$ cat config.mk
export PLATFORM = sky130hd
export DESIGN_NAME = uart_tx_rx_rts_cts_top
export DESIGN_NICKNAME = d
export VERILOG_FILES = /design/src/hw/rtl/uartrc_pkg.sv /design/src/hw/rtl/uart_tx_rx_rts_cts_top.sv /design/src/hw/rtl/uartrc_tx.sv /design/src/hw/rtl/uartrc_rx.sv
export SDC_FILE = /design/constraint.sdc
export NUM_CORES = 1
export LEC_CHECK = 0
export ABC_CLOCK_PERIOD_IN_PS = 1900
export BUFFER_PORTS_ARGS = -buffer_cell sky130_fd_sc_hd__buf_4
export CAP_MARGIN = 20
export CELL_PAD_IN_SITES_DETAIL_PLACEMENT = 0
export CELL_PAD_IN_SITES_GLOBAL_PLACEMENT = 1
export CORE_AREA = 5 5 131 96
export CTS_CLUSTER_DIAMETER = 120
export DETAILED_ROUTE_END_ITERATION = 16
export DIE_AREA = 0 0 136 101
export GPL_ROUTABILITY_DRIVEN = 0
export PLACE_DENSITY = 0.86
export SYNTH_ARGS = -nofsm -noshare
export SYNTH_HDL_FRONTEND = slang
export SYNTH_SLANG_ARGS = --single-unit
export TNS_END_PERCENT = 5
$ cat constraint.sdc
create_clock -name clk -period 1.9 [get_ports clk]
set_input_delay 0.285 -clock clk [delete_from_list [all_inputs] [get_ports clk]]
set_output_delay 0.285 -clock clk [all_outputs]
set_load 0.02 [all_outputs]
$ cat src/hw/rtl/uartrc_pkg.sv
`timescale 1ns / 1ps
// ----------------------------------------------------------------------------
// UART with RTS/CTS flow control: shared package
// Types, constants and codes used by the transmitter, receiver and top level.
// ----------------------------------------------------------------------------
package uartrc_pkg;

  localparam int DEF_DATA_BITS = 8;
  localparam int CNT_W = 8;
  localparam int IDX_W = 4;
  localparam int CFG_INDEX_W = 1;

  localparam logic [CNT_W-1:0] DEF_BIT_WAIT_LAST = 8'd12;
  localparam logic [CNT_W-1:0] DEF_START_WAIT_LAST = 8'd5;

  localparam logic [CFG_INDEX_W-1:0] CFG_BIT_WAIT_LAST = 1'd0;
  localparam logic [CFG_INDEX_W-1:0] CFG_START_WAIT_LAST = 1'd1;

  typedef struct packed {
    logic       rx_line;
    logic       cts_line;
    logic       send_request;
    logic [7:0] send_byte;
    logic       read_ack;
  } tick_t;

  typedef struct packed {
    logic       tx_level;
    logic       rts_level;
    logic       tx_busy;
    logic       rx_valid;
    logic [7:0] rx_data;
  } result_t;

  typedef struct packed {
    logic en;
    logic level;
  } rts_wr_t;

endpackage

$ cat src/hw/rtl/uart_tx_rx_rts_cts_top.sv
`timescale 1ns / 1ps
// ----------------------------------------------------------------------------
// UART 8N1 with RTS/CTS flow control: top level
// Each request on the tick channel is one oversampling tick carrying the
// sampled rx and cts lines, an optional send request with its byte, and an
// acknowledge for the received byte. Each tick yields exactly one result on
// the result channel: tx and rts line levels, busy, received-byte valid and
// the held received byte.
// A request is captured in an input register; when it is stepped, the
// transmitter and receiver state advance and the result becomes valid.
// One request is taken every cycle while results are consumed.
// When the result consumer stalls, the result and all state hold; the input
// register keeps one further request and then stalls the tick channel.
// The config port writes the bit and start wait counts; the user is to use
// it only while the block is idle, which the block itself does not enforce.
// Synchronous reset puts both lines idle high, clears busy and valid, and
// loads the default wait counts (12 and 5).
// ----------------------------------------------------------------------------
module uart_tx_rx_rts_cts_top
  import uartrc_pkg::*;
#(
  parameter int DATA_BITS = DEF_DATA_BITS
) (
  input  logic                   clk,
  input  logic                   rst,
  input  logic                   tick_valid,
  output logic                   tick_stall,
  input  tick_t                  tick,
  output logic                   res_valid,
  input  logic                   res_stall,
  output result_t                res,
  input  logic                   cfg_we,
  input  logic [CFG_INDEX_W-1:0] cfg_index,
  input  logic [CNT_W-1:0]       cfg_data
);

  localparam int HOLD_W = (DATA_BITS > 8) ? DATA_BITS : 8;

  logic                 q_valid;
  tick_t                q_tick;
  logic                 step;
  logic [CNT_W-1:0]     bit_wait_last, start_wait_last;
  logic                 tx_out, tx_pending, rx_full;
  logic [DATA_BITS-1:0] rx_hold;
  logic [HOLD_W-1:0]    hold_ext;
  rts_wr_t              tx_rts, rx_rts;
  logic                 rts_out, rts_out_next;

  assign step = q_valid & (~res_valid | ~res_stall);
  assign tick_stall = q_valid & ~step;

  always_ff @(posedge clk) begin
    if (rst) begin
      q_valid <= 1'b0;
    end else if (tick_valid && !tick_stall) begin
      q_valid <= 1'b1;
    end else if (step) begin
      q_valid <= 1'b0;
    end
  end

  always_ff @(posedge clk) begin
    if (tick_valid && !tick_stall) begin
      q_tick <= tick;
    end
  end

  always_ff @(posedge clk) begin
    if (rst) begin
      bit_wait_last <= DEF_BIT_WAIT_LAST;
      start_wait_last <= DEF_START_WAIT_LAST;
    end else if (cfg_we) begin
      case (cfg_index)
        CFG_BIT_WAIT_LAST: begin
          bit_wait_last <= cfg_data;
        end
        CFG_START_WAIT_LAST: begin
          start_wait_last <= cfg_data;
        end
        default: begin
        end
      endcase
    end
  end

  uartrc_tx #(.DATA_BITS(DATA_BITS)) u_tx (
    .clk           (clk),
    .rst           (rst),
    .step          (step),
    .tick          (q_tick),
    .bit_wait_last (bit_wait_last),
    .tx_out        (tx_out),
    .tx_pending    (tx_pending),
    .rts_wr        (tx_rts)
  );

  uartrc_rx #(.DATA_BITS(DATA_BITS)) u_rx (
    .clk             (clk),
    .rst             (rst),
    .step            (step),
    .tick            (q_tick),
    .bit_wait_last   (bit_wait_last),
    .start_wait_last (start_wait_last),
    .rx_full         (rx_full),
    .rx_hold         (rx_hold),
    .rts_wr          (rx_rts)
  );

  // The receiver drives RTS after the transmitter within a tick, so it wins.
  always_comb begin
    rts_out_next = rts_out;
    if (rx_rts.en) begin
      rts_out_next = rx_rts.level;
    end else if (tx_rts.en) begin
      rts_out_next = tx_rts.level;
    end
  end

  always_ff @(posedge clk) begin
    if (rst) begin
      rts_out <= 1'b1;
      res_valid <= 1'b0;
    end else begin
      if (step) begin
        rts_out <= rts_out_next;
        res_valid <= 1'b1;
      end else if (!res_stall) begin
        res_valid <= 1'b0;
      end
    end
  end

  assign hold_ext = HOLD_W'(rx_hold);

  always_comb begin
    res.tx_level = tx_out;
    res.rts_level = rts_out;
    res.tx_busy = tx_pending;
    res.rx_valid = rx_full;
    res.rx_data = hold_ext[7:0];
  end

  a_stall_cause: assert property (@(posedge clk) disable iff (rst)
    tick_stall |-> (res_valid && res_stall))
    else $error("tick channel stalled without a stalled result");

  a_result_source: assert property (@(posedge clk) disable iff (rst)
    $rose(res_valid) |-> $past(step))
    else $error("result became valid without a tick step");

  a_ack_clears: assert property (@(posedge clk) disable iff (rst)
    $fell(rx_full) |-> $past(step && q_tick.read_ack))
    else $error("received byte flag cleared without an acknowledge");

  a_state_holds: assert property (@(posedge clk) disable iff (rst)
    !step |=> $stable(rts_out) && $stable(tx_pending) && $stable(rx_full))
    else $error("state changed without a tick step");

endmodule

$ cat src/hw/rtl/uartrc_tx.sv
`timescale 1ns / 1ps
// ----------------------------------------------------------------------------
// UART transmitter
// Queues a byte on request and sends start, data bits LSB first and stop.
// ----------------------------------------------------------------------------
module uartrc_tx
  import uartrc_pkg::*;
#(
  parameter int DATA_BITS = DEF_DATA_BITS
) (
  input  logic             clk,
  input  logic             rst,
  input  logic             step,
  input  tick_t            tick,
  input  logic [CNT_W-1:0] bit_wait_last,
  output logic             tx_out,
  output logic             tx_pending,
  output rts_wr_t          rts_wr
);

  typedef enum logic [4:0] {
    TX_IDLE  = 5'b00001,
    TX_START = 5'b00010,
    TX_WAIT  = 5'b00100,
    TX_BIT   = 5'b01000,
    TX_DONE  = 5'b10000
  } tx_phase_t;

  tx_phase_t              phase, phase_next;
  logic [CNT_W-1:0]       count, count_next;
  logic [IDX_W-1:0]       bit_index, bit_index_next;
  logic [DATA_BITS-1:0]   shift, shift_next;
  logic                   tx_out_next, tx_pending_next;
  logic                   take;
  logic [DATA_BITS-1:0]   shift_v;

  always_comb begin
    take = tick.send_request & ~tx_pending;
    shift_v = take ? DATA_BITS'(tick.send_byte) : shift;
    phase_next = phase;
    count_next = count;
    bit_index_next = bit_index;
    shift_next = shift_v;
    tx_out_next = tx_out;
    tx_pending_next = tx_pending | take;
    rts_wr.en = take;
    rts_wr.level = 1'b0;
    case (phase)
      TX_IDLE: begin
        tx_out_next = 1'b1;
        if (tx_pending_next && !tick.cts_line) begin
          phase_next = TX_START;
        end
      end
      TX_START: begin
        tx_out_next = 1'b0;
        bit_index_next = '0;
        count_next = '0;
        phase_next = TX_WAIT;
      end
      TX_WAIT: begin
        if (count == bit_wait_last) begin
          phase_next = (bit_index == IDX_W'(DATA_BITS + 1)) ? TX_DONE : TX_BIT;
        end
        count_next = count + 1'b1;
      end
      TX_BIT: begin
        count_next = '0;
        if (bit_index < IDX_W'(DATA_BITS)) begin
          tx_out_next = shift_v[0];
          shift_next = shift_v >> 1;
        end else begin
          tx_out_next = 1'b1;
        end
        bit_index_next = bit_index + 1'b1;
        phase_next = TX_WAIT;
      end
      TX_DONE: begin
        tx_pending_next = 1'b0;
        rts_wr.en = 1'b1;
        rts_wr.level = 1'b1;
        phase_next = TX_IDLE;
      end
      default: begin
        phase_next = TX_IDLE;
      end
    endcase
  end

  always_ff @(posedge clk) begin
    if (rst) begin
      phase <= TX_IDLE;
      count <= '0;
      bit_index <= '0;
      shift <= '0;
      tx_out <= 1'b1;
      tx_pending <= 1'b0;
    end else if (step) begin
      phase <= phase_next;
      count <= count_next;
      bit_index <= bit_index_next;
      shift <= shift_next;
      tx_out <= tx_out_next;
      tx_pending <= tx_pending_next;
    end
  end

endmodule

$ cat src/hw/rtl/uartrc_rx.sv
`timescale 1ns / 1ps
// ----------------------------------------------------------------------------
// UART receiver
// Detects a start bit, samples data bits at mid-bit and holds the byte.
// ----------------------------------------------------------------------------
module uartrc_rx
  import uartrc_pkg::*;
#(
  parameter int DATA_BITS = DEF_DATA_BITS
) (
  input  logic                 clk,
  input  logic                 rst,
  input  logic                 step,
  input  tick_t                tick,
  input  logic [CNT_W-1:0]     bit_wait_last,
  input  logic [CNT_W-1:0]     start_wait_last,
  output logic                 rx_full,
  output logic [DATA_BITS-1:0] rx_hold,
  output rts_wr_t              rts_wr
);

  typedef enum logic [5:0] {
    RX_IDLE   = 6'b000001,
    RX_START  = 6'b000010,
    RX_ALIGN  = 6'b000100,
    RX_WAIT   = 6'b001000,
    RX_SAMPLE = 6'b010000,
    RX_DONE   = 6'b100000
  } rx_phase_t;

  rx_phase_t            phase, phase_next;
  logic [CNT_W-1:0]     count, count_next;
  logic [IDX_W-1:0]     bit_index, bit_index_next;
  logic [DATA_BITS-1:0] shift, shift_next;
  logic [DATA_BITS-1:0] rx_hold_next;
  logic                 rx_full_next;

  always_comb begin
    phase_next = phase;
    count_next = count;
    bit_index_next = bit_index;
    shift_next = shift;
    rx_hold_next = rx_hold;
    rx_full_next = rx_full & ~tick.read_ack;
    rts_wr.en = 1'b0;
    rts_wr.level = 1'b1;
    case (phase)
      RX_IDLE: begin
        count_next = '0;
        if (!tick.rx_line && !tick.cts_line) begin
          rts_wr.en = 1'b1;
          rts_wr.level = 1'b0;
          phase_next = RX_START;
        end
      end
      RX_START: begin
        if (count == start_wait_last) begin
          phase_next = RX_ALIGN;
        end
        count_next = count + 1'b1;
      end
      RX_ALIGN: begin
        count_next = '0;
        bit_index_next = '0;
        phase_next = RX_WAIT;
      end
      RX_WAIT: begin
        if (count == bit_wait_last) begin
          phase_next = (bit_index == IDX_W'(DATA_BITS)) ? RX_DONE : RX_SAMPLE;
        end
        count_next = count + 1'b1;
      end
      RX_SAMPLE: begin
        bit_index_next = bit_index + 1'b1;
        count_next = '0;
        shift_next = {tick.rx_line, shift[DATA_BITS-1:1]};
        phase_next = RX_WAIT;
      end
      RX_DONE: begin
        if (!rx_full_next) begin
          rx_hold_next = shift;
          rx_full_next = 1'b1;
        end
        rts_wr.en = 1'b1;
        rts_wr.level = 1'b1;
        phase_next = RX_IDLE;
      end
      default: begin
        phase_next = RX_IDLE;
      end
    endcase
  end

  always_ff @(posedge clk) begin
    if (rst) begin
      phase <= RX_IDLE;
      count <= '0;
      bit_index <= '0;
      shift <= '0;
      rx_hold <= '0;
      rx_full <= 1'b0;
    end else if (step) begin
      phase <= phase_next;
      count <= count_next;
      bit_index <= bit_index_next;
      shift <= shift_next;
      rx_hold <= rx_hold_next;
      rx_full <= rx_full_next;
    end
  end

endmodule
; ---- After elaboration in Yosys (flattened, before gate mapping)
; Cells that the tools add are included.
; W data, S select, Z words.
[word_totals]
wordCells = 120
register_bits = 93
input_bits = 26
[classes]
reduce_logical = 29
eq_ne = 22
n_bitwise = 13
muxes = 29
magnitude_cmp = 1
addsub = 4
[op_table]
columns = cell, count
row1 = $pmux W8 S2, 2
row2 = $eq A8 B8 Y1, 3
row3 = $mux W6, 4
row4 = $mux W8, 3
row5 = $pmux W6 S4, 1
row6 = $reduce_and A2 Y1, 9
row7 = $add A8 B1 Y8 const B, 2
row8 = $pmux W4 S2, 2
row9 = $mux W5, 3
row10 = $pmux W5 S3, 1
row11 = $ne A2 B1 Y1 const B, 6
row12 = $reduce_bool A2 Y1, 6
row13 = $mux W1, 9
row14 = $add A4 B1 Y4 const B, 2
row15 = $eq A4 B4 Y1 const B, 2
row16 = $not A1 Y1, 7
row17 = $eq A6 B1 Y1 const B, 1
row18 = $eq A6 B2 Y1 const B, 1
row19 = $eq A6 B3 Y1 const B, 1
row20 = $eq A6 B4 Y1 const B, 1
row21 = $eq A6 B5 Y1 const B, 1
row22 = $eq A6 B6 Y1 const B, 1
row23 = $reduce_and A3 Y1, 2
row24 = $reduce_or A2 Y1, 3
row25 = 16 further kinds, 25

; ---- Depth between registers and ports, before layout
[depth]
depth_word = 8
ltp_mapped = 7

; ---- Modules after synthesis
; Synthesis repeated with hierarchy kept, for this count alone.
[hier_totals]
hier_cells = 523
area_unflattened_um2 = 4705.8
[by_module_without_submodules]
columns = mod, area_each_um2, seq_area_each_um2, cells_per_inst, instances
row1 = uartrc_rx, 1904.3, 700.7, 222, 1
row2 = uartrc_tx, 1686.6, 540.5, 197, 1
row3 = uart_tx_rx_rts_cts_top, 1114.8, 740.7, 104, 1

; ---- Worst setup path after synthesis
; No wires, ideal clock.
[synth_path]
path_type = register to register
start = reg u_rx.phase[3]
end = reg u_rx.phase[1]
path_stages_with_launch = 7
synth_period_minus_slack_ns = 1.871
required_time_ns = 1.779
slack_ns = 0.029
setup_ns = 0.121
path_buffers = 1
arrival_ns = 1.750
path_cell_list = dfxtp_1 > buf_6 > or4_4 > or2_1 > o21ai_2 > nor3_2 > mux2_4
[synth_between]
elab_chain_cells = 3
elab_cells_between_ends = 11
classes_between = eq/ne: 8 / mux: 1 / reduce/logical: 2
[synth_rtl]
columns = item, line
row1 = "start, declared", uartrc_rx.sv:31  ; rx_phase_t phase, phase_next;
row2 = "start signal, assigned", uartrc_rx.sv:103  ; phase <= phase_next;
row3 = $eq A6 B3 Y1 (tied with other cells), uartrc_rx.sv:47  ; case (phase)
row4 = $reduce_or A2 Y1 (no line) / $ne A2 B1 Y1 (equally long branches), --
row5 = $pmux W6 S4 / $reduce_and A4 Y1 (equally long branches), --
; Parallel ways exist; a longest one is shown, timed or not.
; A chain may end at the register's enable or synchronous reset.

; ---- Worst setup path after layout
[layout_path]
start = reg u_rx.phase[3]
end = reg u_rx.phase[2]
; The elaborated chain is that of the path after synthesis.

==> results.yml <==
floorplan:
  die_w_um: 136
  die_h_um: 101
  die-area_mm2: 0.01374
  initial_core_util_pct: 39.48
  io_pins: 40
  core_area_mm2: 0.01127
  row_count: 33
clock_tree:
  holdBufCountCts: 0
  clockBufferDepth: 2
  path_clk_slew_ns: 0.07
  root_buffer: "clkbuf_16"
  clk_latency_ns: 0.34
  cts_buffers: 9
  cts_tree: "done"
  htreeDepth: 3
  numClockSinks: 93
placed_design:
  pre_cts_slack_ns: -0.01832
  hpwl_mm: 7.647
  io_buffer_count: 39
sta:
  layout_setup_ws_ns: -0.006021
  hold_viol: 0
  period_share_pct: 100.3
  period_minus_slack_ns: 1.906
  rsz0062_at_grt: "true"
  tightestPinTransition_ns: 0.7140
  max_freq_mhz: 524.7
  setup_viol: 2
  report.final.slew_viol_count: 0
  fin_skew_ns: 0.009786
  maxSlewHeadroom_pct: 52.40
synth:
  yosysSeqAreaShare_pct: 44.53
  synth_area_mm2: 0.004451
  ys.flop_type: "dfxtp_1"
  yosysUniqueCellTypes: 54
  avgSynthCellArea_um2: 8.761
  synth_seq_cells: 93
  synthArstFlopShare_pct: 0
  synth.net_count: 540
  synth_top_area_share_pct: 36.44
  synth.area.top_cells: "dfxtp_1 36%, edfxtp_1 8.1%, mux2i_1 7.2%"
  synth_edf_count: 12
  netlist_instances: 508
  yosysTopAreaCell: "dfxtp_1"
  ys.warnings.count: 0
global_routing:
  grt-ovfl-total: 0
  groute.usage.overall_pct: 15.82
  grt_max_degree: 55
  antenna_found_initial: 0
  grt_pass1_vias: 3621
  grt_pass1_wl_mm: 17.35
status:
  violations: "negative setup slack"
  status: "complete, but fails checks"
finish:
  final_cell_mix: "80 x dfxtp_1, 78 x buf_4, 71 x nand2_1"
  final_common_cell: "dfxtp_1"
  regArea_mm2: 0.001983
  areaGrowthSynthToFinish_pct: 23.64
  diodes: 0
  num-fill-cells: 1068
  drive_gt1_share_pct: 20.35
  fin_nets: 597
  multi_input_area_mm2: 0.002356
drt:
  postRouteAntennaNets: 0
  avgViaCountPerCell: 5.197
  totalWireLength_mm: 10.65
  vias: 3778
  post_drt_wl_per_cell_um: 14.65
  initialDrtViolationCount: 184
  drt_drc_violations_left: 0
  firstDrtPassIters: 4
critical_path:
  cp-start-kind: "flop"
  cp_max_fo: 4
  rrSetupSlack_ns: -0.006
  cp.arrival_ns: 2.14
  worstSetupStartpoint: "u_rx.phase[3]"
  regToRegStartpoint: "u_rx.phase[3]"
  end_kind: "flop"
  ff2ff_path_depth: 6
  path_class: "flop to flop"
  cp-endpoint: "u_rx.phase[2]"
  required_ns: 2.13
  r2r_end: "u_rx.phase[2]"
flow_run:
  drv_cap: 0
power:
  p_leak_uw: 0.002276
  p_per_area_mw_per_mm2: 803.8
  ir_drop_uv: 550.8
  p_total_uw: 4423
hold_path:
  hold_path.class: "primary input to flop"
  min_from: "tick[2]"
[area by class of cell]
type / instances / share of cell area [%]
Clock buffer: 10 / 4.161
Clock inverter: 6 / 1.705
Inverter: 5 / 0.3411
Multi-Input combinational cell: 376 / 42.81
Sequential cell: 93 / 36.04
Tap cell: 157 / 3.570
Timing Repair Buffer: 80 / 11.37
[what timing repair did]
item,CTS,global route
endpoints found under the setup margin,5,13
setup buffers,3,0
pin swaps,2,2
gates resized for setup,3,9
[power breakdown]
group | switching (uW) | internal (uW) | leakage [uW]
Sequential | 41.8 | 2040 | 0.000774
Clock | 794 | 1170 | 0.000154
Combinational | 204 | 174 | 0.00135
[through the flow]
stage               cells  instance area [um^2]  setup TNS, ns  utilization, %  hold WS, ns
finish                727                  5503      -0.007196           48.82       0.1114
global route          727                  5503        -0.2635           48.82      0.09286
CTS                   727                  5453              0           48.37      0.09601
detailed placement    708                  5100       -0.01832           45.24       0.4461
global placement      708                  5100              0           45.24       0.4382
floorplan             508                  4451              0               -       0.3839
[Yosys cell counts (2+ instances only)]
| library cell | instances |
|---|---|
| o21ai_0 | 17 |
| nand4_1 | 7 |
| mux2i_1 | 32 |
| buf_2 | 3 |
| a21oi_1 | 49 |
| and3_1 | 3 |
| buf_1 | 4 |
| clkbuf_1 | 22 |
| ha_1 | 6 |
| a2111oi_2 | 3 |
| o21a_1 | 2 |
| or2_1 | 2 |
| o211ai_1 | 4 |
| or3_1 | 2 |
| nand2b_1 | 3 |
| nor2b_1 | 11 |
| nand3_1 | 18 |
| a211oi_1 | 2 |
| o21ai_1 | 2 |
| nand4b_1 | 2 |
| nand2_1 | 71 |
| mux2_4 | 2 |
| xor2_1 | 28 |
| nand3b_1 | 5 |
| nor2_1 | 53 |
| and2_1 | 2 |
| xnor2_1 | 9 |
| inv_1 | 5 |
| nor3_1 | 12 |
| edfxtp_1 | 12 |
| dfxtp_1 | 81 |
| buf_4 | 4 |
| and4b_1 | 2 |
| nor4_1 | 8 |
[how the worst min path moves through the flow]
stage | cells after the start | slack [ns] | end
5_1_grt | 1 | 0.09 | q_tick[3]
4_1_cts | 1 | 0.1 | q_tick[3]
3_3_place_gp | 2 | 0.44 | u_tx.shift[7]
3_5_place_dp | 2 | 0.45 | u_tx.shift[7]
6_report | 1 | 0.11 | q_tick[2]
2_1_floorplan | 0 | 0.38 | q_tick[0]
[layer usage]
layer / vias up / wire (um) / track usage (%)
li1: 1875 / - / -
met1: 1789 / 5160 / 21.67
met2: 102 / 4746 / 24.00
met3: 12 / 599 / 4.192
met4: 0 / 144 / 5.809
met5: - / 0 / 0
[logic make-up after synthesis]
group           share of synthesized area, %
xor+xnor                               7.282
flops                                  44.53
mux                                    8.125
compound gates                         12.43
simple gates                           22.07
fa+ha+maj                              1.687
buf+inv                                3.880
[flip-flops by register name, indices dropped and copies added, names as in the netlist, 8 cells and up]
register and count:
u_tx.shift 8, u_rx.count 8, bit_wait_last 8, u_rx.shift 8, start_wait_last 8, q_tick 12, u_tx.count 8, u_rx.rx_hold 8
[worst max-delay path: stages, from the launching register on]
cell     delay [ns]
dfxtp_1        0.33
or4_4          0.54
or2_4          0.29
o21ai_4        0.14
nor3_2         0.06
buf_4          0.15
mux2_4         0.29
(Power assumes the default switching activity.)
